File: src/rtl/mpps_pkg.sv
`timescale 1ns / 1ps
`default_nettype none

package mpps_pkg;

  localparam int FRAC_BITS = 24;
  localparam int WORD_BITS = 32;

  typedef logic signed [WORD_BITS-1:0] word_t;

  localparam word_t WORD_MAX  = {1'b0, {(WORD_BITS-1){1'b1}}};
  localparam word_t WORD_MIN  = {1'b1, {(WORD_BITS-1){1'b0}}};
  localparam word_t PHASE_ONE = word_t'(64'(1) << FRAC_BITS);

  typedef logic [2:0] status_t;
  localparam status_t STATUS_OK          = 3'd0;
  localparam status_t STATUS_NOT_STARTED = 3'd1;
  localparam status_t STATUS_BAD_DT      = 3'd2;
  localparam status_t STATUS_BAD_TAU     = 3'd3;
  localparam status_t STATUS_PHASE_NEG   = 3'd4;

  localparam logic OP_STEP  = 1'b0;
  localparam logic OP_START = 1'b1;

  typedef logic [1:0] cfg_index_t;
  localparam cfg_index_t CFG_SYSTEM_ORDER = 2'd0;
  localparam cfg_index_t CFG_DECAY_ALPHA  = 2'd1;
  localparam cfg_index_t CFG_DAMPING_BETA = 2'd2;

  localparam logic [1:0]  ORDER_SECOND        = 2'd2;
  localparam logic [1:0]  SYSTEM_ORDER_RESET  = 2'd2;
  localparam logic [30:0] DECAY_ALPHA_RESET   = 31'd419430400;
  localparam logic [30:0] DAMPING_BETA_RESET  = 31'd104857600;

  typedef struct packed {
    logic               operation;
    logic        [24:0] time_step;
    logic signed [31:0] tau_relative;
    logic signed [31:0] coupling_term;
  } in_item_t;

  typedef struct packed {
    logic signed [31:0] phase_position;
    logic signed [31:0] phase_velocity;
    logic signed [31:0] phase_accel;
    logic signed [31:0] gating_multiplier;
    status_t            status;
  } out_item_t;

  function automatic word_t sat_add(input word_t a, input word_t b);
    logic signed [WORD_BITS:0] s;
    s = {a[WORD_BITS-1], a} + {b[WORD_BITS-1], b};
    if (s[WORD_BITS] != s[WORD_BITS-1]) begin
      return s[WORD_BITS] ? WORD_MIN : WORD_MAX;
    end
    return s[WORD_BITS-1:0];
  endfunction

  function automatic word_t sat_neg(input word_t a);
    if (a == WORD_MIN) begin
      return WORD_MAX;
    end
    return -a;
  endfunction

endpackage

`default_nettype wire

File: src/rtl/movement_primitive_phase_step.sv
`timescale 1ns / 1ps
`default_nettype none

// Start items and rejected steps go from idle straight to the done state, which presents the result.
// A second-order step runs three divides and four multiplies, a first-order step two and three: each divide runs
// on a shared restoring divider at one quotient bit per cycle (or is skipped when it saturates),
// each multiply runs on one shared 32x32 multiplier with a registered product.
// Throughput: one item at a time; the next item is taken once the sequencer is back in idle.
// Reset (synchronous, rst high): registers to defaults, phase 1.0, derivatives 0, not started.
module movement_primitive_phase_step (
  input  wire logic                   clk,
  input  wire logic                   rst,
  input  wire logic                   in_valid,
  output logic                        in_ready,
  input  wire mpps_pkg::in_item_t     in_data,
  output logic                        out_valid,
  input  wire logic                   out_ready,
  output mpps_pkg::out_item_t         out_data,
  input  wire logic                   cfg_valid,
  output logic                        cfg_ready,
  input  wire mpps_pkg::cfg_index_t   cfg_index,
  input  wire logic [31:0]            cfg_data
);

  localparam int W     = mpps_pkg::WORD_BITS;
  localparam int F     = mpps_pkg::FRAC_BITS;
  localparam int IW    = W - F;
  localparam int SH_W  = 2 * W - F;
  localparam int CNT_W = $clog2(W);
  localparam logic [CNT_W-1:0] CNT_LAST = CNT_W'(W - 1);

  localparam logic [2:0] S_IDLE  = 3'd0;
  localparam logic [2:0] S_ISSUE = 3'd1;
  localparam logic [2:0] S_MSAT  = 3'd2;
  localparam logic [2:0] S_DIV   = 3'd3;
  localparam logic [2:0] S_DONE  = 3'd4;

  localparam logic [2:0] ST_XDD = 3'd0;
  localparam logic [2:0] ST_BX  = 3'd1;
  localparam logic [2:0] ST_AT  = 3'd2;
  localparam logic [2:0] ST_VD  = 3'd3;
  localparam logic [2:0] ST_XD  = 3'd4;
  localparam logic [2:0] ST_XUP = 3'd5;
  localparam logic [2:0] ST_VUP = 3'd6;

  function automatic logic [W-1:0] mag(input mpps_pkg::word_t a);
    return a[W-1] ? W'(-a) : W'(a);
  endfunction

  logic [2:0]       state;
  logic [2:0]       step;
  logic [2:0]       step_next;

  logic [1:0]       system_order;
  logic [30:0]      decay_alpha;
  logic [30:0]      damping_beta;

  logic             started;
  mpps_pkg::word_t  phase_x;
  mpps_pkg::word_t  aux_v;
  mpps_pkg::word_t  aux_vd;
  mpps_pkg::word_t  phase_xd;
  mpps_pkg::word_t  phase_xdd;
  mpps_pkg::word_t  acc;

  logic [24:0]      dt_reg;
  mpps_pkg::word_t  tau_reg;
  mpps_pkg::word_t  cpl_reg;
  mpps_pkg::status_t status_reg;

  logic [2*W-1:0]   mul_prod;
  logic             op_neg;
  logic [W-1:0]     div_rem;
  logic [W-1:0]     div_bits;
  logic [W-1:0]     div_quo;
  logic [CNT_W-1:0] div_cnt;

  logic             second;
  logic             is_div;
  mpps_pkg::word_t  mul_a;
  mpps_pkg::word_t  mul_b;
  mpps_pkg::word_t  addend;
  mpps_pkg::word_t  div_a;
  logic [W-1:0]     divisor;
  logic [W-1:0]     div_m;
  logic             div_big;
  logic [W:0]       div_r2;
  logic             div_ge;
  logic [W-1:0]     div_q_next;
  logic [SH_W-1:0]  shifted;
  mpps_pkg::word_t  qmul_val;
  mpps_pkg::word_t  res_val;
  logic             res_en;
  logic             in_fire;
  logic             out_free;

  assign second    = (system_order == mpps_pkg::ORDER_SECOND);
  assign in_ready  = (state == S_IDLE);
  assign cfg_ready = 1'b1;
  assign in_fire   = in_valid && in_ready;
  assign out_free  = !out_valid || out_ready;
  assign divisor   = W'(tau_reg);
  assign is_div    = (step == ST_XDD) || (step == ST_VD) || (step == ST_XD);

  always_comb begin
    unique case (step)
      ST_XDD:  step_next = second ? ST_BX : ST_AT;
      ST_BX:   step_next = ST_AT;
      ST_AT:   step_next = second ? ST_VD : ST_XD;
      ST_VD:   step_next = ST_XD;
      ST_XD:   step_next = ST_XUP;
      ST_XUP:  step_next = ST_VUP;
      default: step_next = ST_VUP;
    endcase
  end

  always_comb begin
    mul_a  = '0;
    mul_b  = '0;
    addend = '0;
    div_a  = '0;
    unique case (step)
      ST_XDD: div_a = aux_vd;
      ST_BX: begin
        mul_a  = mpps_pkg::word_t'(damping_beta);
        mul_b  = mpps_pkg::sat_neg(phase_x);
        addend = mpps_pkg::sat_neg(aux_v);
      end
      ST_AT: begin
        mul_a  = mpps_pkg::word_t'(decay_alpha);
        mul_b  = acc;
        addend = cpl_reg;
      end
      ST_VD: div_a = acc;
      ST_XD: div_a = second ? aux_v : acc;
      ST_XUP: begin
        mul_a  = phase_xd;
        mul_b  = mpps_pkg::word_t'(dt_reg);
        addend = phase_x;
      end
      ST_VUP: begin
        mul_a  = aux_vd;
        mul_b  = mpps_pkg::word_t'(dt_reg);
        addend = aux_v;
      end
      default: begin
        mul_a = '0;
      end
    endcase
  end

  always_comb begin
    div_m      = mag(div_a);
    div_big    = {{IW{1'b0}}, div_m} >= {divisor, {IW{1'b0}}};
    div_r2     = {div_rem, div_bits[W-1]};
    div_ge     = div_r2 >= {1'b0, divisor};
    div_q_next = {div_quo[W-2:0], div_ge};

    shifted = mul_prod[2*W-1:F];
    if (!op_neg) begin
      qmul_val = (|shifted[SH_W-1:W-1]) ? mpps_pkg::WORD_MAX
                                        : mpps_pkg::word_t'(shifted[W-1:0]);
    end else if ((|shifted[SH_W-1:W]) || (shifted[W-1] && (|shifted[W-2:0]))) begin
      qmul_val = mpps_pkg::WORD_MIN;
    end else begin
      qmul_val = mpps_pkg::word_t'(-shifted[W-1:0]);
    end

    res_en  = 1'b0;
    res_val = '0;
    priority if (state == S_ISSUE && is_div && div_big) begin
      res_en  = 1'b1;
      res_val = div_a[W-1] ? mpps_pkg::WORD_MIN : mpps_pkg::WORD_MAX;
    end else if (state == S_DIV && div_cnt == '0) begin
      res_en = 1'b1;
      if (!op_neg) begin
        res_val = div_q_next[W-1] ? mpps_pkg::WORD_MAX : mpps_pkg::word_t'(div_q_next);
      end else begin
        res_val = (div_q_next[W-1] && (|div_q_next[W-2:0])) ? mpps_pkg::WORD_MIN
                                                            : mpps_pkg::word_t'(-div_q_next);
      end
    end else if (state == S_MSAT) begin
      res_en  = 1'b1;
      res_val = mpps_pkg::sat_add(qmul_val, addend);
    end else begin
      res_en = 1'b0;
    end
  end

  always_ff @(posedge clk) begin
    if (rst) begin
      state        <= S_IDLE;
      step         <= ST_XDD;
      out_valid    <= 1'b0;
      system_order <= mpps_pkg::SYSTEM_ORDER_RESET;
      decay_alpha  <= mpps_pkg::DECAY_ALPHA_RESET;
      damping_beta <= mpps_pkg::DAMPING_BETA_RESET;
      started      <= 1'b0;
      phase_x      <= mpps_pkg::PHASE_ONE;
      aux_v        <= '0;
      aux_vd       <= '0;
      phase_xd     <= '0;
      phase_xdd    <= '0;
      status_reg   <= mpps_pkg::STATUS_OK;
    end else begin
      if (cfg_valid && cfg_ready) begin
        unique case (cfg_index)
          mpps_pkg::CFG_SYSTEM_ORDER: system_order <= cfg_data[1:0];
          mpps_pkg::CFG_DECAY_ALPHA:  decay_alpha  <= cfg_data[30:0];
          mpps_pkg::CFG_DAMPING_BETA: damping_beta <= cfg_data[30:0];
          default: begin
          end
        endcase
      end

      if (out_valid && out_ready && state != S_DONE) begin
        out_valid <= 1'b0;
      end

      unique case (state)
        S_IDLE: begin
          if (in_fire) begin
            dt_reg  <= in_data.time_step;
            tau_reg <= in_data.tau_relative;
            cpl_reg <= in_data.coupling_term;
            acc     <= mpps_pkg::sat_neg(phase_x);
            step    <= ST_XDD;
            priority if (in_data.operation == mpps_pkg::OP_START) begin
              phase_x    <= mpps_pkg::PHASE_ONE;
              aux_v      <= '0;
              aux_vd     <= '0;
              phase_xd   <= '0;
              phase_xdd  <= '0;
              started    <= 1'b1;
              status_reg <= mpps_pkg::STATUS_OK;
              state      <= S_DONE;
            end else if (!started) begin
              status_reg <= mpps_pkg::STATUS_NOT_STARTED;
              state      <= S_DONE;
            end else if (in_data.time_step == '0) begin
              status_reg <= mpps_pkg::STATUS_BAD_DT;
              state      <= S_DONE;
            end else if (in_data.tau_relative[31] || in_data.tau_relative == '0) begin
              status_reg <= mpps_pkg::STATUS_BAD_TAU;
              state      <= S_DONE;
            end else begin
              status_reg <= mpps_pkg::STATUS_OK;
              state      <= S_ISSUE;
            end
          end
        end
        S_ISSUE: begin
          if (is_div) begin
            op_neg   <= div_a[W-1];
            div_rem  <= W'(div_m >> IW);
            div_bits <= {div_m[IW-1:0], {F{1'b0}}};
            div_quo  <= '0;
            div_cnt  <= CNT_LAST;
            if (!div_big) begin
              state <= S_DIV;
            end
          end else begin
            op_neg   <= mul_a[W-1] ^ mul_b[W-1];
            mul_prod <= (2*W)'(mag(mul_a)) * (2*W)'(mag(mul_b));
            state    <= S_MSAT;
          end
        end
        S_DIV: begin
          div_rem  <= div_ge ? W'(div_r2 - {1'b0, divisor}) : div_r2[W-1:0];
          div_bits <= {div_bits[W-2:0], 1'b0};
          div_quo  <= div_q_next;
          div_cnt  <= div_cnt - 1'b1;
        end
        S_MSAT: begin
        end
        S_DONE: begin
          if (out_free) begin
            out_valid                  <= 1'b1;
            out_data.phase_position    <= phase_x;
            out_data.phase_velocity    <= phase_xd;
            out_data.phase_accel       <= phase_xdd;
            out_data.gating_multiplier <= second ? aux_v : phase_x;
            out_data.status            <= (status_reg == mpps_pkg::STATUS_OK && phase_x[W-1])
                                          ? mpps_pkg::STATUS_PHASE_NEG : status_reg;
            state                      <= S_IDLE;
          end
        end
        default: state <= S_IDLE;
      endcase

      if (res_en) begin
        unique case (step)
          ST_XDD: phase_xdd <= res_val;
          ST_BX:  acc <= res_val;
          ST_AT: begin
            acc <= res_val;
            if (!second) begin
              aux_vd <= '0;
            end
          end
          ST_VD:  aux_vd <= res_val;
          ST_XD:  phase_xd <= res_val;
          ST_XUP: phase_x <= res_val;
          default: aux_v <= res_val;
        endcase
        step  <= step_next;
        state <= (step == ST_VUP) ? S_DONE : S_ISSUE;
      end
    end
  end

  a_start_fresh: assert property (@(posedge clk) disable iff (rst)
    (in_fire && in_data.operation == mpps_pkg::OP_START)
      |=> (phase_x == mpps_pkg::PHASE_ONE && aux_v == '0 && state == S_DONE))
    else $error("start item did not reset the phase state");

  a_reject_holds: assert property (@(posedge clk) disable iff (rst)
    (in_fire && in_data.operation == mpps_pkg::OP_STEP && !started)
      |=> ($stable(phase_x) && $stable(aux_v) && status_reg == mpps_pkg::STATUS_NOT_STARTED))
    else $error("step before start changed the state");

  a_div_rem: assert property (@(posedge clk) disable iff (rst)
    (state == S_DIV) |-> (div_rem < divisor))
    else $error("divider remainder not below divisor");

  a_out_from_done: assert property (@(posedge clk) disable iff (rst)
    $rose(out_valid) |-> $past(state == S_DONE))
    else $error("result raised outside the done state");

endmodule

`default_nettype wire
File: config.mk
export PLATFORM = sky130hd
export DESIGN_NAME = movement_primitive_phase_step
export DESIGN_NICKNAME = d
export VERILOG_FILES = /design/src/rtl/mpps_pkg.sv /design/src/rtl/movement_primitive_phase_step.sv
export SDC_FILE = /design/constraint.sdc
export NUM_CORES = 2
export LEC_CHECK = 0
export ABC_CLOCK_PERIOD_IN_PS = 38000
export BUFFER_PORTS_ARGS = -buffer_cell sky130_fd_sc_hd__buf_4
export CORE_MARGIN = 2
export CORE_UTILIZATION = 40
export CTS_CLUSTER_SIZE = 24
export DETAILED_ROUTE_END_ITERATION = 12
export PLACE_DENSITY = 0.67
export SETUP_SLACK_MARGIN = 0.2
export SLEW_MARGIN = 15
export SYNTH_ARGS = -nofsm -noshare
export SYNTH_HDL_FRONTEND = slang
export SYNTH_SLANG_ARGS = --single-unit
File: constraint.sdc
create_clock -name clk -period 38 [get_ports clk]
set_clock_uncertainty 0.2 [all_clocks]
set_input_delay 7.6 -clock clk [delete_from_list [all_inputs] [get_ports clk]]
set_output_delay 7.6 -clock clk [all_outputs]
set_load 0.01 [all_outputs]
==> metrics.yaml <==
status: "completed"
dp_hpwl_um: 205000
final_cells: 9958
vias: 59352
final_area_um2: 74300
layout.nets: 9073
insertion_delay_ns: 0.69
ys_seq_area_frac: 0.235
cts.htree.levels: 2
path_clk_slew_ns: 0.07
multiInputGateArea_um2: 46400
min_from: "phase_xdd[20]"
setup_viol_count_final: 0
syn_to_final_growth_pct: 10.8
cts_resized: 0
ant_nets: 0
cts_tree: "built"
grt_start_max_net_pins: 81
regArea_um2: 15800
slew_headroom: 0.124
dr.pass1.iters: 7
hold_class: "reg2reg"
maxCapViolCount: 0
overflow: 0
post-route-min-period_ns: 14.34
grt_pass1_wl_um: 390000
layout-drive-gt1-share: 0.0929
p_leak_nw: 32.4
timing_worst_setup_path_type: "reg2reg"
synthArstFlopShare: 0
wirelength_um: 269000
placed_cell_area_um2: 72300
initial_core_util: 0.402
ir_worst_vdd_v: 0.0000345
synthesis.area_um2: 67100
fin_setup_tns_ns: 0
synth-edff-count: 369
place_congestion: 1.04
grt_pass1_vias: 58989
post-cts-setup-buffers: 0
final_util: 0.446
die-area_um2: 171000
core_area_um2: 167000
cts_hold_buf: 0
fill_cells: 16036
worstPathRequired_ns: 38.21
drcViolationCount: 0
synth_common_cells: "nand2_1, inv_1, fa_1, nor2_1, a21oi_1"
fmax_mhz: 69.7
fin_ws_ns: 23.66
yosys.area.top_type_share: 0.268
die_y_um: 414
viasPerCell: 5.96
cts_root_buf: "clkbuf_16"
row_count: 150
start_kind: "flop"
endpoint_kind: "flop"
worst_pin_slew_ns: 1.30
crit_top_cell: "fa_1"
pre_cts_slack_ns: 24.08
ios: 263
crit_path_max_fanout: 22
routedWlPerCell_um: 27.0
synth_area_per_cell_um2: 8.82
arrival_ns: 14.55
cts_buffer_depth: 3
ys_types: 94
drt_iter0_drc: 6933
port_buffers: 260
finalCritPeriodShare: 0.377
synth_seq_cells: 603
startpoint: "phase_x[3]"
cp_slowest_cell: "nor4_1"
report.final.slew_viol_count: 0
synthTopCellsByArea: "fa_1, edfxtp_1, dfxtp_1"
track_usage: 0.312
yosysTopAreaCell: "fa_1"
syn-instance-count: 7608
top_register: "out_data"
largest_reg_flops: 131
grt_antenna_before_repair: 14
timing.rr.start: "phase_x[3]"
ys.flop_type: "edfxtp_1"
clock-sinks: 603
rsz0062_at_grt: "false"
hold_viol: 0
crit_path_max_incr_delay_ns: 1.05
yosysMostFrequentCell: "nand2_1"
power_density_nw_per_um2: 19.3
die_w_um: 414
ys.warnings.count: 0
dp_cells: 9836
cts_inserted_buffers: 57
reg.largest.list: "out_data: 131 flops, mul_prod: 40 flops"
==> cells in the final DEF (no fill, tap or decap), types with 97 or more instances in the layout <==
| master | n |
|---|---|
| nand2_1 | 1124 |
| inv_1 | 1062 |
| fa_1 | 897 |
| nor2_1 | 569 |
| buf_4 | 461 |
| a21oi_1 | 422 |
| o21ai_0 | 374 |
| edfxtp_1 | 369 |
| ha_1 | 356 |
| dfxtp_1 | 233 |
| nand3_1 | 181 |
| and2_1 | 129 |
| xnor2_1 | 112 |
| xor2_1 | 97 |
==> area by class of cell <==
type	instances	share of cell area
Multi-Input combinational cell	5501	0.624
Inverter	1066	0.0538
Tap cell	2204	0.0371
Timing Repair Buffer	462	0.0467
Clock inverter	36	0.00532
Clock buffer	72	0.0208
Antenna cell	14	0.000471
Sequential cell	603	0.212
==> power breakdown <==
group / switching [mW] / internal (mW) / total [mW]
logic: 0.0641 / 0.0348 / 0.0990
clock network: 0.283 / 0.327 / 0.610
registers: 0.0161 / 0.710 / 0.726
total: 0.363 / 1.07 / 1.44
==> worst paths after layout <==
check             slack (ns)            to  cells after the start
hold reg to reg         0.23  out_data[55]                      0
setup / recovery       23.66  mul_prod[61]                     33
setup reg to reg       23.66  mul_prod[61]                     33
hold / removal          0.23  out_data[55]                      0
==> worst max-delay path, delay by kind of cell (launching register included) <==
family,cells,cell delay (ns)
DFF,1,0.56
xor gates and xnor gates,3,1.38
adders and majority gates,9,4.52
and+or+nand+nor,10,4.41
AOI/OAI and AO/OA,7,2.72
buffers and inverters,4,0.24
==> logic make-up (layout without fill, tap and decap cells) <==
group	after synthesis	count (layout)	synth area share
AND/OR/NAND/NOR	2488	2488	0.167
buffers and inverters	1510	1636	0.0856
AO/OA/AOI/OAI	1414	1414	0.133
adder cells (fa/ha/maj)	1253	1253	0.334
flip-flops	603	603	0.235
XOR/XNOR	264	264	0.0348
multiplexers	74	74	0.0112
other	2	22	0.000112
==> metrics by stage <==
| stage | total power, mW | hold WS (ns) |
|---|---|---|
| 6_report | 1.44 | 0.233 |
| 5_1_grt | 1.47 | 0.242 |
| 3_3_place_gp | 0.835 | 0.215 |
| 4_1_cts | 1.44 | 0.235 |
| 3_5_place_dp | 0.836 | 0.220 |
| 2_1_floorplan | 0.786 | 0.206 |
==> layer usage <==
metal | track usage | vias up | wire length [um]
met4 | 0.174 | 10 | 17800
met3 | 0.0869 | 817 | 31600
met5 | 0 | - | 69
li1 | - | 25290 | -
met1 | 0.409 | 29761 | 105000
met2 | 0.463 | 3474 | 115000
Note: power is estimated with default switching activity, not from simulation.
